$ cat src/rtl/assert_macros.svh
// ---------------------------------------------------------------------------
// assertion macros
// concurrent checks on i_clk, disabled while i_rst_n is low
// ---------------------------------------------------------------------------
`ifndef ASSERT_MACROS_SVH
`define ASSERT_MACROS_SVH

// same-cycle implication
`define MPS_ASSERT_NOW(lbl, ante, cons, msg) \
    lbl: assert property (@(posedge i_clk) disable iff (!i_rst_n) (ante) |-> (cons)) \
        else $error(msg);

// next-cycle implication
`define MPS_ASSERT_NEXT(lbl, ante, cons, msg) \
    lbl: assert property (@(posedge i_clk) disable iff (!i_rst_n) (ante) |=> (cons)) \
        else $error(msg);

`endif

$ cat src/rtl/mps_pkg.sv
`timescale 1ns / 1ps
// ---------------------------------------------------------------------------
// mps_pkg
// request, result and config types, phase codes and speed duty table
// ---------------------------------------------------------------------------
package mps_pkg;

    localparam int HV_W       = 10;
    localparam int STEP_W     = 4;
    localparam int DUTY_W     = 10;
    localparam int CFG_IDX_W  = 2;
    localparam int CFG_DATA_W = 10;
    localparam int TABLE_DEPTH = 12;

    localparam logic [CFG_IDX_W-1:0] CFG_HV_THRESHOLD = 2'd0;
    localparam logic [CFG_IDX_W-1:0] CFG_MAX_STEP     = 2'd1;

    localparam logic [HV_W-1:0]   HV_THRESHOLD_RESET = 10'd532;
    localparam logic [STEP_W-1:0] MAX_STEP_RESET     = 4'd11;
    localparam logic [STEP_W-1:0] TABLE_LAST         = 4'd11;

    localparam logic [DUTY_W-1:0] DUTY_TABLE [TABLE_DEPTH] = '{
        10'h000, 10'h031, 10'h042, 10'h053, 10'h064, 10'h075,
        10'h086, 10'h097, 10'h0A8, 10'h0BA, 10'h0CB, 10'h0DC
    };

    typedef enum logic [1:0] {
        PH_CHARGE = 2'd0,
        PH_POWER  = 2'd1,
        PH_RUN    = 2'd2,
        PH_STOP   = 2'd3
    } t_phase;

    typedef struct packed {
        logic            speed_up_pin;
        logic            speed_down_pin;
        logic            user_power_pin;
        logic [HV_W-1:0] hv_sample;
    } t_in_req;

    typedef struct packed {
        logic [DUTY_W-1:0] duty;
        logic              power_permit;
        logic              drive_enable;
        logic              led_on;
        logic              feedback_level;
        logic [1:0]        phase_now;
        logic [STEP_W-1:0] speed_step;
    } t_out_res;

    typedef struct packed {
        logic [HV_W-1:0]   hv_threshold;
        logic [STEP_W-1:0] max_step;
    } t_cfg;

    function automatic logic [DUTY_W-1:0] duty_lookup(input logic [STEP_W-1:0] step);
        logic [STEP_W-1:0] idx;
        idx = (step > TABLE_LAST) ? TABLE_LAST : step;
        return DUTY_TABLE[idx];
    endfunction

endpackage

$ cat src/rtl/mps_core.sv
`timescale 1ns / 1ps
// ---------------------------------------------------------------------------
// mps_core
// phase sequencer, button and power histories, speed step counter;
// state advances once per processed request, result built from next state
// ---------------------------------------------------------------------------
`include "assert_macros.svh"

module mps_core #(
    parameter int HISTORY_BITS = 8
) (
    input  logic              i_clk,
    input  logic              i_rst_n,
    input  logic              i_fire,
    input  mps_pkg::t_in_req  i_req,
    input  mps_pkg::t_cfg     i_cfg,
    output mps_pkg::t_out_res o_res
);
    import mps_pkg::*;

    localparam logic [HISTORY_BITS-1:0] HistPress   = {1'b1, {(HISTORY_BITS-1){1'b0}}};
    localparam logic [HISTORY_BITS-1:0] HistPowerOn = {1'b0, {(HISTORY_BITS-1){1'b1}}};

    t_phase                  r_phase, n_phase;
    logic [HISTORY_BITS-1:0] r_pwr_hist, n_pwr_hist;
    logic [HISTORY_BITS-1:0] r_up_hist, n_up_hist;
    logic [HISTORY_BITS-1:0] r_dn_hist, n_dn_hist;
    logic [STEP_W-1:0]       r_step, n_step;
    logic                    r_feedback, n_feedback;
    logic [STEP_W-1:0]       step_mid;

    // next state
    always_comb begin
        n_phase    = r_phase;
        n_pwr_hist = r_pwr_hist;
        n_up_hist  = r_up_hist;
        n_dn_hist  = r_dn_hist;
        n_step     = r_step;
        n_feedback = r_feedback;
        step_mid   = r_step;
        case (r_phase)
            PH_CHARGE: begin
                if (i_req.hv_sample > i_cfg.hv_threshold) begin
                    n_feedback = 1'b0;
                    n_phase    = PH_POWER;
                end
            end
            PH_POWER: begin
                n_pwr_hist = {r_pwr_hist[HISTORY_BITS-2:0], i_req.user_power_pin};
                if (n_pwr_hist == HistPowerOn) begin
                    n_phase = PH_RUN;
                end
            end
            PH_RUN: begin
                if (!i_req.user_power_pin) begin
                    n_phase = PH_STOP;
                end else begin
                    n_feedback = 1'b1;
                    n_up_hist  = {r_up_hist[HISTORY_BITS-2:0], i_req.speed_up_pin};
                    n_dn_hist  = {r_dn_hist[HISTORY_BITS-2:0], i_req.speed_down_pin};
                    if ((n_up_hist == HistPress) && (r_step < i_cfg.max_step)) begin
                        step_mid = r_step + 1'b1;
                    end
                    n_step = step_mid;
                    if ((n_dn_hist == HistPress) && (step_mid != '0)) begin
                        n_step = step_mid - 1'b1;
                    end
                end
            end
            default: begin
            end
        endcase
    end

    // result from post-tick state
    always_comb begin
        o_res.duty           = (n_phase == PH_RUN) ? duty_lookup(n_step) : '0;
        o_res.power_permit   = (n_phase == PH_POWER) || (n_phase == PH_RUN);
        o_res.drive_enable   = (n_phase == PH_RUN);
        o_res.led_on         = (n_phase != PH_STOP);
        o_res.feedback_level = n_feedback;
        o_res.phase_now      = n_phase;
        o_res.speed_step     = n_step;
    end

    always_ff @(posedge i_clk) begin
        if (!i_rst_n) begin
            r_phase    <= PH_CHARGE;
            r_pwr_hist <= '0;
            r_up_hist  <= '1;
            r_dn_hist  <= '1;
            r_step     <= '0;
            r_feedback <= 1'b1;
        end else if (i_fire) begin
            r_phase    <= n_phase;
            r_pwr_hist <= n_pwr_hist;
            r_up_hist  <= n_up_hist;
            r_dn_hist  <= n_dn_hist;
            r_step     <= n_step;
            r_feedback <= n_feedback;
        end
    end

    `MPS_ASSERT_NEXT(a_stop_holds, r_phase == PH_STOP, r_phase == PH_STOP, "stopped phase left")
    `MPS_ASSERT_NEXT(a_idle_holds, !i_fire, $stable(r_phase) && $stable(r_step), "state moved without request")
    `MPS_ASSERT_NEXT(a_charge_exit, r_phase == PH_CHARGE, r_phase == PH_CHARGE || r_phase == PH_POWER, "charge phase skipped power-on")

endmodule

$ cat src/rtl/motor_power_sequencer_speed_stepper_unit.sv
`timescale 1ns / 1ps
// ---------------------------------------------------------------------------
// motor_power_sequencer_speed_stepper_unit
// motor power sequencer with debounced speed stepper, one poll tick per request
// ---------------------------------------------------------------------------
// channel | direction | handshake                   | payload
// in      | input     | i_in_valid / o_in_ready     | i_in_req  (t_in_req)
// out     | output    | o_out_valid / i_out_ready   | o_out_res (t_out_res)
// cfg     | input     | i_cfg_valid / o_cfg_ready   | i_cfg_index, i_cfg_data
//
// one request per cycle sustained while results are taken
// (input register loaded at accept, result register when the request fires)
// a stalled result holds; one more request waits in the input register
// synchronous active-low reset, no clearing pass; config always ready
// ---------------------------------------------------------------------------
`include "assert_macros.svh"

module motor_power_sequencer_speed_stepper_unit #(
    parameter int HISTORY_BITS = 8
) (
    input  logic                              i_clk,
    input  logic                              i_rst_n,
    input  logic                              i_in_valid,
    output logic                              o_in_ready,
    input  mps_pkg::t_in_req                  i_in_req,
    output logic                              o_out_valid,
    input  logic                              i_out_ready,
    output mps_pkg::t_out_res                 o_out_res,
    input  logic                              i_cfg_valid,
    output logic                              o_cfg_ready,
    input  logic [mps_pkg::CFG_IDX_W-1:0]     i_cfg_index,
    input  logic [mps_pkg::CFG_DATA_W-1:0]    i_cfg_data
);
    import mps_pkg::*;

    logic              r_in_valid;
    t_in_req           r_in_req;
    logic              r_out_valid;
    t_out_res          r_out_res;
    logic [HV_W-1:0]   r_hv_threshold;
    logic [STEP_W-1:0] r_max_step;
    t_cfg              cfg;
    t_out_res          core_res;
    logic              fire;
    logic              in_accept;
    logic              cfg_accept;

    assign fire        = r_in_valid && (!r_out_valid || i_out_ready);
    assign o_in_ready  = !r_in_valid || fire;
    assign in_accept   = i_in_valid && o_in_ready;
    assign o_cfg_ready = 1'b1;
    assign cfg_accept  = i_cfg_valid && o_cfg_ready;
    assign o_out_valid = r_out_valid;
    assign o_out_res   = r_out_res;

    assign cfg.hv_threshold = r_hv_threshold;
    assign cfg.max_step     = r_max_step;

    always_ff @(posedge i_clk) begin
        if (!i_rst_n) begin
            r_hv_threshold <= HV_THRESHOLD_RESET;
            r_max_step     <= MAX_STEP_RESET;
        end else if (cfg_accept) begin
            case (i_cfg_index)
                CFG_HV_THRESHOLD: r_hv_threshold <= i_cfg_data[HV_W-1:0];
                CFG_MAX_STEP:     r_max_step     <= i_cfg_data[STEP_W-1:0];
                default: begin
                end
            endcase
        end
    end

    always_ff @(posedge i_clk) begin
        if (!i_rst_n) begin
            r_in_valid <= 1'b0;
        end else if (in_accept) begin
            r_in_valid <= 1'b1;
        end else if (fire) begin
            r_in_valid <= 1'b0;
        end
    end

    always_ff @(posedge i_clk) begin
        if (in_accept) begin
            r_in_req <= i_in_req;
        end
    end

    always_ff @(posedge i_clk) begin
        if (!i_rst_n) begin
            r_out_valid <= 1'b0;
        end else if (fire) begin
            r_out_valid <= 1'b1;
        end else if (i_out_ready) begin
            r_out_valid <= 1'b0;
        end
    end

    always_ff @(posedge i_clk) begin
        if (fire) begin
            r_out_res <= core_res;
        end
    end

    mps_core #(
        .HISTORY_BITS(HISTORY_BITS)
    ) u_core (
        .i_clk   (i_clk),
        .i_rst_n (i_rst_n),
        .i_fire  (fire),
        .i_req   (r_in_req),
        .i_cfg   (cfg),
        .o_res   (core_res)
    );

    `MPS_ASSERT_NEXT(a_fire_gives_result, fire, r_out_valid, "processed request gave no result")
    `MPS_ASSERT_NOW(a_fire_needs_room, fire, !r_out_valid || i_out_ready,
        "result register overwritten")
    `MPS_ASSERT_NEXT(a_held_request, r_in_valid && !fire, r_in_valid && $stable(r_in_req),
        "queued request lost")

endmodule

$ cat config.mk
export PLATFORM = sky130hd
export DESIGN_NAME = motor_power_sequencer_speed_stepper_unit
export DESIGN_NICKNAME = d
export VERILOG_FILES = /design/src/rtl/mps_pkg.sv /design/src/rtl/mps_core.sv /design/src/rtl/motor_power_sequencer_speed_stepper_unit.sv
export VERILOG_INCLUDE_DIRS = /design/src /design/src/rtl
export SDC_FILE = /design/constraint.sdc
export NUM_CORES = 1
export LEC_CHECK = 0
export BUFFER_PORTS_ARGS = -buffer_cell sky130_fd_sc_hd__buf_2
export CAP_MARGIN = 20
export CORE_AREA = 2 2 101 103
export DETAILED_ROUTE_END_ITERATION = 6
export DIE_AREA = 0 0 103 105
export PLACE_DENSITY = 0.63
export SETUP_SLACK_MARGIN = 0.5
export SLEW_MARGIN = 20
export SYNTH_ARGS = -nofsm -noshare
export SYNTH_HDL_FRONTEND = slang
export SYNTH_SLANG_ARGS = --single-unit
$ cat constraint.sdc
create_clock -name i_clk -period 9.6 [get_ports i_clk]
set_input_delay 0.96 -clock i_clk [delete_from_list [all_inputs] [get_ports i_clk]]
set_output_delay 0.96 -clock i_clk [all_outputs]
set_load 0.01 [all_outputs]
==> run summary, run 1 <==
Worst slew pin tran -> 0.810 ns
Final GP Congestion -> 0.922
Final hold vios -> 0
Crit Path Max Fanout -> 12
Area of the multi-input gates -> 1800 µm²
Critical path arrival -> 4.36 ns
Inserted Diodes -> 0
Setup_tns -> 0 ns
Drt first pass iters -> 4
Syn-to-layout area delta -> 15.7%
Post-cts repair resize count -> 0
Vias -> 2805
Reg area -> 1810 µm²
H-Tree Depth -> 3
Setup Skew -> 0.0118 ns
Antenna violations before repair -> 0
Die Wd -> 103 µm
FF-to-FF setup slack -> 5.42 ns
Final period utilization -> 43.5%
Vias in the first global route -> 2829
Hold-fix buffers, CTS -> 0
DRT Wirelength -> 7200 µm
Clock sink count -> 75
Synth async-reset ratio -> 0%
Status -> finished clean
Maxcap violations -> 0
Tmin final -> 4.18 ns
Seq cells post-synth -> 75
Peak VDD IR -> 0.0631 mV
Yosys cell types -> 67
Port Buffer Count -> 49
LEAKAGE -> 0.00181 µW
Sequential share of the synthesized area -> 48.0%
Largest net degree at the start of global routing -> 46
Clock Latency Late Sink -> 0.35 ns
Worst Path Required -> 9.78 ns
Bufs on Longest Clock Path -> 2
Initial Util -> 39.2%
Clock Pin Slew Worst Setup and Hold Paths -> 0.08 ns
Power Density -> 159 nW/µm²
RSZ-0062 raised after global routing -> no
Synthesized area per cell -> 9.97 µm²
Core area -> 9640 µm²
Setup-failing EPs final -> 0
Main flop type after synthesis -> dfxtp_1
Row cnt -> 36
Die span in y -> 105 µm
Total track usage -> 14.8%
Core Util, Final -> 45.4%
Total gr overflow -> 0
HP Class -> reg -> reg
Maximum clock rate -> 239 MHz
Syn Std Cell Area -> 3780 µm²
CTS tree -> done
Max-slew violations -> 0
Via-to-Cell Ratio -> 4.99
Global-route wire length before repair -> 12700 µm
Relative slew margins -> 46.0%
Nets -> 473
CTS Buf Count -> 9
Clk root buf -> clkbuf_8
Post-synth EDFFs -> 31
DRC viols -> 0
Crit Path Category -> reg -> reg
Cells after Synth -> 379
Post-CTS setup buffer count -> 0
WL/cell -> 12.8 µm
Antenna Nets Post-Route -> 0
DIE AREA -> 10800 µm²
Fillers -> 960
Detailed Route Iter0 Violations -> 81
Detailed Place HPWL -> 5310 µm
Layout cells sized above 1 -> 20.7%
Num ports -> 53
Crit end category -> register
Crit start category -> register
Yosys warnings -> 0
kinds of logic (layout without fill, tap and decap cells):
kind of cell | count (synthesis) | after routing | share of synthesized area (%)
other cells | 2 | 3 | 0.199
compound gates | 69 | 69 | 13.9
fa+ha+maj | 19 | 19 | 6.29
xor+xnor | 5 | 5 | 1.16
mux | 12 | 12 | 3.21
flops | 75 | 75 | 48.0
simple gates | 159 | 159 | 22.7
buf+inv | 38 | 87 | 4.54
Yosys cell counts (all sizes together), types with 9 or more instances:
master  number  area (µm²)
a21boi       9        71.3
and2         9        56.3
clkbuf      11        41.3
dfxtp       44         881
edfxtp      31         931
ha          19         238
inv         20        75.1
mux2i       11         110
nand2       64         240
nand3       21         110
nor2        19        73.8
nor2b       12        75.1
o21ai       14        70.1
critical path: stages (launching register included):
cell	delay, ns
dfxtp_1	0.58
ha_1	0.31
o211ai_1	0.13
nor2_1	0.14
o21ai_0	0.23
and2_1	0.19
ha_1	0.22
nand3_1	0.19
a2111oi_0	0.45
a311oi_1	0.11
a31oi_2	0.43
a21boi_2	0.31
nor2_1	0.07
ha_1	0.30
a21boi_0	0.12
a211oi_1	0.23
cells in the final DEF (no fill, tap or decap), types with 7 or more instances in the layout:
cell / instances
nor2_1: 18
clkbuf_8: 9
and2_1: 9
ha_1: 19
edfxtp_1: 31
a21boi_0: 8
dfxtp_1: 44
inv_1: 18
o21a_1: 7
buf_2: 49
o21ai_0: 13
nand3_1: 20
nand2_1: 64
nor2b_1: 12
mux2i_1: 11
path summary, 6_finish.rpt:
check,to,from,cells past startpoint
max,o_out_res[11]$_SDFFCE_PP0P_,u_core.r_step[2]$_SDFFE_PN0P_,15
max reg2reg,o_out_res[11]$_SDFFCE_PP0P_,u_core.r_step[2]$_SDFFE_PN0P_,15
min,r_hv_threshold[8]$_SDFFE_PN0P_,r_hv_threshold[8]$_SDFFE_PN0P_,2
min reg2reg,r_hv_threshold[8]$_SDFFE_PN0P_,r_hv_threshold[8]$_SDFFE_PN0P_,2
metal layers:
layer | up-vias | track usage [%] | share of wire [%]
li1 | 1431 | - | -
met1 | 1291 | 18.4 | 45
met2 | 70 | 24.0 | 48
met3 | 13 | 3.81 | 4.3
met4 | 0 | 5.92 | 2.0
met5 | - | 0 | 0
flip-flops by register name, indices dropped and copies added (netlist names):
| name | cells |
|---|---|
| r_in_req | 13 |
| r_hv_threshold | 10 |
| u_core.r_feedback | 1 |
| o_out_res | 18 |
| u_core.r_up_hist | 7 |
| o_out_valid | 1 |
| r_max_step | 4 |
| u_core.r_step | 4 |
| u_core.r_dn_hist | 7 |
| u_core.r_pwr_hist | 7 |
| r_in_valid | 1 |
| u_core.r_phase | 2 |
cell type report:
cell class,count,area share (%)
Timing Repair Buffer,51,5.95
Multi-Input combinational cell,267,41.1
Clock buffer,11,3.49
Sequential cell,75,41.4
Inverter,20,1.72
Tap cell,133,3.81
Clock inverter,5,2.46
per-stage QoR:
stage	hold slack [ns]	power (µW)	setup slack, ns	instance area, µm²	cells
after CTS	0.473	705	5.47	4370	562
after global routing	0.496	725	5.08	4370	562
after floorplan	0.434	380	6.03	3780	380
final	0.468	696	5.42	4370	562
after detailed placement	0.462	396	5.52	4110	546
after global placement	0.458	395	5.66	4110	546
where the power goes:
| part | internal (µW) | leakage, µW | total, µW | switching (µW) |
|---|---|---|---|---|
| Sequential | 343 | 0.000641 | 347 | 4.24 |
| Clock | 190 | 0.000129 | 308 | 118 |
| Combinational | 17.7 | 0.00104 | 40.7 | 23.0 |
Note: power is estimated with default switching activity, not from simulation.
==> run 2, diff against run 1 <==
--- a/config.mk
+++ b/config.mk
@@ -11,7 +11,7 @@
 export CORE_AREA = 2 2 101 103
 export DETAILED_ROUTE_END_ITERATION = 6
 export DIE_AREA = 0 0 103 105
-export PLACE_DENSITY = 0.63
+export PLACE_DENSITY = 0.65
 export SETUP_SLACK_MARGIN = 0.5
 export SLEW_MARGIN = 20
 export SYNTH_ARGS = -nofsm -noshare
==> constraint.sdc (replaced) <==
create_clock -name i_clk -period 3.6 [get_ports i_clk]
set_input_delay 0.36 -clock i_clk [delete_from_list [all_inputs] [get_ports i_clk]]
set_output_delay 0.36 -clock i_clk [all_outputs]
set_load 0.01 [all_outputs]
==> run 2 against run 1 <==
  * Count of clock-buffer cells in the layout shrank 1
  * Utilization is 4.3 points higher
  * Wire length up 8.8%
  * Sequential share of layout area shrank 3.5 points
  * Die area unchanged
  * Critical path depth increased by 1
  * Sequential power increased to 2.7 times the previous value
  * Via count up 6.8%
  * Critical endpoint is now o_out_res[15]$_SDFFCE_PP0P_
  * Final cell count up 6.6%
  * Register-to-register slack worse by 5.1 ns
==> run summary, run 2 (synthesized netlist as in run 1, its figures left out) <==
Status -> finished clean
Total gr overflow -> 0
CTS tree -> done
Drt first pass iters -> 4
Detailed Route Iter0 Violations -> 120
Max-slew violations -> 0
Commonest non-fill, non-tap cells in the layout -> nand2_1 (64), buf_2 (49), dfxtp_1 (41)
CTS Buf Count -> 9
Reg2Reg Depth -> 16
Clk root buf -> clkbuf_8
Worst slew pin tran -> 0.766 ns
Layout cells sized above 1 -> 32.4%
Final GP Congestion -> 0.892
Clock sink count -> 75
Post-Place Cell Area -> 4280 µm²
Vias in the first global route -> 2952
Row cnt -> 36
Crit end category -> register
Final Non-Filler Cells -> 599
Core area -> 9640 µm²
Initial Util -> 39.2%
FF-to-FF setup slack -> 0.28 ns
Vias -> 2995
Setup_tns -> 0 ns
Syn-to-layout area delta -> 26.8%
Power Density -> 347 nW/µm²
Largest net degree at the start of global routing -> 46
Tmin final -> 3.32 ns
Most common cell after layout, fill and taps aside -> nand2_1
WL/cell -> 13.1 µm
Die Wd -> 103 µm
Inserted Diodes -> 0
Peak VDD IR -> 0.215 mV
Dpl cells -> 554
Max reg flops -> 18
Antenna Nets Post-Route -> 0
Area of the multi-input gates -> 2000 µm²
WHS -> 0.185 ns
Delay-heaviest family, CP -> simple AND/OR/NAND/NOR gates
Detailed Place HPWL -> 5200 µm
Antenna violations before repair -> 0
Critical path arrival -> 3.42 ns
Final period utilization -> 92.3%
Fin area -> 4790 µm²
Maxcap violations -> 0
Via-to-Cell Ratio -> 5.00
CP max stage cell -> dfxtp_4
DRC viols -> 0
Crit start category -> register
Clock Latency Late Sink -> 0.34 ns
DRT Wirelength -> 7840 µm
Critical path, cell by cell -> ha_4 > o211ai_1 > or2_4 > nand3_2 > and2_4 > ha_4 > and2_4 > and4_4 > nor4_4 > o21ai_4 > xnor2_2 > or2_1 > ha_2 > inv_2 > o211ai_1 > o221a_1
Crit Path Category -> reg -> reg
Die span in y -> 105 µm
Setup-failing EPs final -> 0
Port Buffer Count -> 49
Total track usage -> 15.1%
Fillers -> 912
CP Depth -> 16
Reg area -> 1820 µm²
Nets -> 510
Relative slew margins -> 48.8%
Final hold vios -> 0
Crit Path Max Fanout -> 4
LEAKAGE -> 0.00195 µW
DIE AREA -> 10800 µm²
RSZ-0062 raised after global routing -> yes
H-Tree Depth -> 3
Maximum clock rate -> 301 MHz
Hold depth -> 1
WP buf/inv -> 1
Bufs on Longest Clock Path -> 2
CP peak stage delay -> 0.36 ns
Total power -> 1660 µW
Num ports -> 53
Global-route wire length before repair -> 13100 µm
HP Class -> in -> reg
Worst Path Required -> 3.69 ns
Clock Pin Slew Worst Setup and Hold Paths -> 0.08 ns
Setup Skew -> 0.00923 ns
## run 2: final cells by class
type | instances | share of cell area, %
clock inverter | 6 | 1.36
timing repair buffer | 88 | 11.2
tap | 133 | 3.47
clock buffer | 10 | 2.66
inverter | 20 | 1.57
sequential | 75 | 37.9
multi-input combinational | 267 | 41.8
## run 2: report_power, final
group | switching (µW) | internal, µW | leakage [µW]
clock network | 307 | 322 | 0.0000966
logic | 62.3 | 47.8 | 0.00121
registers | 10.8 | 913 | 0.000642
## run 2: worst paths after layout
kind | startpoint | to
worst min register to register | r_hv_threshold[6]$_SDFFE_PN0P_ | r_hv_threshold[6]$_SDFFE_PN0P_
worst max register to register | u_core.r_step[1]$_SDFFE_PN0P_ | o_out_res[15]$_SDFFCE_PP0P_
worst min-delay path | i_in_req[3] | r_in_req[3]$_DFFE_PP_
worst max-delay path | u_core.r_step[1]$_SDFFE_PN0P_ | o_out_res[15]$_SDFFCE_PP0P_
## run 2: stage by stage
stage                     utilization, %  worst slack (ns)
after floorplan                        -             0.305
after global placement              44.4             0.192
after detailed placement            44.4            0.0684
after CTS                           48.7             0.272
after global routing                49.7             0.101
final                               49.7             0.277
## run 2: per-layer routing
metal / global-route usage [%] / part of all wire, %
met3: 4.35 / 5.1
met2: 24.0 / 47
met1: 18.9 / 45
met5: 0 / 0
met4: 6.30 / 3.0
## run 2: worst register-to-register path, stage by stage, from the launching register on
cell and delay (ns):
dfxtp_4 0.36, ha_4 0.23, o211ai_1 0.30, or2_4 0.20
nand3_2 0.09, and2_4 0.16, ha_4 0.17, and2_4 0.13
and4_4 0.16, nor4_4 0.32, o21ai_4 0.08, xnor2_2 0.17
or2_1 0.21, ha_2 0.17, inv_2 0.04, o211ai_1 0.07
o221a_1 0.21
## run 2: timing repair
action                     in CTS  in global routing
pin swaps                      15                 10
gates cloned                    0                  0
buffers inserted               21                  8
setup endpoints to repair       7                  9
gates resized for setup        14                  9
hold buffers                    0                  0
==> run 3, diff against run 2 <==
--- a/config.mk
+++ b/config.mk
@@ -8,10 +8,12 @@
 export LEC_CHECK = 0
 export BUFFER_PORTS_ARGS = -buffer_cell sky130_fd_sc_hd__buf_2
 export CAP_MARGIN = 20
+export CELL_PAD_IN_SITES_DETAIL_PLACEMENT = 1
+export CELL_PAD_IN_SITES_GLOBAL_PLACEMENT = 1
 export CORE_AREA = 2 2 101 103
 export DETAILED_ROUTE_END_ITERATION = 6
 export DIE_AREA = 0 0 103 105
-export PLACE_DENSITY = 0.65
+export PLACE_DENSITY = 0.79
 export SETUP_SLACK_MARGIN = 0.5
 export SLEW_MARGIN = 20
 export SYNTH_ARGS = -nofsm -noshare
==> run 3 against run 2 <==
  * Wire length rose by 21%
  * Fmax fell by 3.2%
  * Largest power group unchanged
  * Clock power rose by 4.0%
  * Critical path depth did not move
  * Clock skew rose by 0.0059 ns
  * Setup slack got worse by 0.11 ns
  * Final cell count fell by 2.2%
  * Combinational power rose by 6%
  * Register-to-register slack got worse by 0.11 ns
  * Count of clock-buffer cells in the layout rose by 4
  * Critical endpoint unchanged
  * Sequential power barely moved
  * Worst hold slack got worse by 0.0042 ns
==> run summary, run 3 (synthesized netlist as in run 1, its figures left out) <==
LEAKAGE -> 0.00193 µW
Final Non-Filler Cells -> 586
WP buf/inv -> 1
Worst Path Required -> 3.70 ns
Vias -> 3004
Fillers -> 1116
Total track usage -> 18.9%
Clock sink count -> 75
Hold Startpoint -> i_in_req[4]
Clock Latency Late Sink -> 0.35 ns
Num ports -> 53
RSZ-0062 raised after global routing -> yes
Syn-to-layout area delta -> 25.6%
Endpoint, Worst Hold -> r_in_req[4]$_DFFE_PP_
Crit Path Max Fanout -> 5
Layout cells sized above 1 -> 32.2%
Antenna Nets Post-Route -> 0
Most common cell after layout, fill and taps aside -> nand2_1
CP peak stage delay -> 0.36 ns
Largest net degree at the start of global routing -> 46
Nets -> 497
Reg2Reg Depth -> 16
Critical path, cell by cell -> ha_4 > o211ai_1 > or2_4 > nand3_2 > and2_4 > ha_4 > and2_4 > and4_4 > nor4_4 > o21ai_2 > xnor2_2 > or2_1 > ha_2 > inv_2 > o211ai_1 > o221a_1
Detailed Route Iter0 Violations -> 80
FF-to-FF Start -> u_core.r_step[1]$_SDFFE_PN0P_
Drt first pass iters -> 4
Clk root buf -> clkbuf_8
Crit start category -> register
CP max stage cell -> dfxtp_4
DRC viols -> 0
Maxcap violations -> 0
Crit end category -> register
Total gr overflow -> 0
Area of the multi-input gates -> 2020 µm²
Tmin final -> 3.43 ns
Final GP Congestion -> 0.928
Max reg flops -> 18
Port Buffer Count -> 49
Hold-fix buffers, CTS -> 0
Die Wd -> 103 µm
Setup_tns -> 0 ns
Hold depth -> 1
Vias in the first global route -> 3304
Final hold vios -> 0
Power Density -> 358 nW/µm²
Reg area -> 1820 µm²
Antenna violations before repair -> 0
CTS Buf Count -> 9
Core area -> 9640 µm²
Core Util, Final -> 49.2%
Status -> finished clean
HP Class -> in -> reg
Worst slew pin tran -> 0.836 ns
Critical path arrival -> 3.53 ns
DRT Wirelength -> 9510 µm
Initial Util -> 39.2%
FF-to-FF setup slack -> 0.17 ns
Maximum clock rate -> 291 MHz
Peak VDD IR -> 0.189 mV
Dpl cells -> 554
Bufs on Longest Clock Path -> 2
H-Tree Depth -> 3
Die span in y -> 105 µm
Detailed Place HPWL -> 6660 µm
Setup-failing EPs final -> 0
End of the worst register-to-register path -> o_out_res[15]$_SDFFCE_PP0P_
Crit Path Category -> reg -> reg
CTS tree -> done
Clock Pin Slew Worst Setup and Hold Paths -> 0.09 ns
Via-to-Cell Ratio -> 5.13
Final period utilization -> 95.3%
Max-slew violations -> 0
Setup Skew -> 0.0152 ns
Delay-heaviest family, CP -> simple AND/OR/NAND/NOR gates
Relative slew margins -> 44.2%
Inserted Diodes -> 0
Global-route wire length before repair -> 15900 µm
Commonest non-fill, non-tap cells in the layout -> nand2_1 (63), buf_2 (49), dfxtp_1 (39)
Row cnt -> 36
DIE AREA -> 10800 µm²
WL/cell -> 16.2 µm
-- run 3: worst register-to-register path: stages (launching register included) --
cell	delay (ns)
dfxtp_4	0.36
ha_4	0.23
o211ai_1	0.30
or2_4	0.19
nand3_2	0.08
and2_4	0.16
ha_4	0.17
and2_4	0.13
and4_4	0.16
nor4_4	0.30
o21ai_2	0.12
xnor2_2	0.18
or2_1	0.25
ha_2	0.18
inv_2	0.04
o211ai_1	0.08
o221a_1	0.23
-- run 3: how the worst max path moves through the flow --
stage | start | endpoint | slack [ns] | depth (start not counted)
floorplan | u_core.r_step[1]$_SDFFE_PN0P_ | o_out_res[15]$_SDFFCE_PP0P_ | 0.31 | 16
global placement | u_core.r_step[1]$_SDFFE_PN0P_ | o_out_res[15]$_SDFFCE_PP0P_ | 0.19 | 16
detailed placement | u_core.r_step[1]$_SDFFE_PN0P_ | o_out_res[15]$_SDFFCE_PP0P_ | 0.0002 | 16
CTS | r_max_step[3]$_SDFFE_PN1P_ | o_out_res[15]$_SDFFCE_PP0P_ | 0.19 | 17
global route | u_core.r_step[1]$_SDFFE_PN0P_ | o_out_res[15]$_SDFFCE_PP0P_ | -0.02 | 17
finish | u_core.r_step[1]$_SDFFE_PN0P_ | o_out_res[15]$_SDFFCE_PP0P_ | 0.17 | 16
-- run 3: timing repair --
action                                  in CTS  in global routing
hold endpoints to repair                     0                  0
pin swaps                                   15                 11
buffers inserted                            12                  4
resized for setup                           19                 15
endpoints found under the setup margin       7                 10
-- run 3: report_power, final --
part           internal (µW)  leakage, µW  switching [µW]  total [µW]
Combinational           49.8      0.00119            67.6         117
Sequential               913     0.000642            12.7         926
Clock                    337    0.0000972             317         654
-- run 3: final cells by class --
type	count	area share, %
timing repair buffer	75	9.78
multi-input combinational	267	42.5
tap	133	3.51
clock buffer	14	3.90
inverter	20	1.58
clock inverter	2	0.343
sequential	75	38.4
-- run 3: stage by stage --
| stage | area [µm²] | worst slack [ns] | hold WS, ns | total power, µW |
|---|---|---|---|---|
| 2_1_floorplan | 3890 | 0.305 | 0.434 | 1010 |
| 3_3_place_gp | 4280 | 0.188 | 0.454 | 1050 |
| 3_5_place_dp | 4280 | 0.000213 | 0.470 | 1060 |
| 4_1_cts | 4650 | 0.189 | 0.161 | 1720 |
| 5_1_grt | 4740 | -0.0202 | 0.157 | 1770 |
| 6_report | 4740 | 0.169 | 0.181 | 1700 |
-- run 3: layer usage --
| layer | wire length [µm] | up-vias | GRT usage, % | share of wire, % |
|---|---|---|---|---|
| li1 | - | 1474 | - | - |
| met1 | 4050 | 1458 | 21.6 | 43 |
| met2 | 5000 | 55 | 33.9 | 53 |
| met3 | 236 | 17 | 3.08 | 2.5 |
| met4 | 221 | 0 | 8.27 | 2.3 |
| met5 | 0 | - | 0 | 0 |
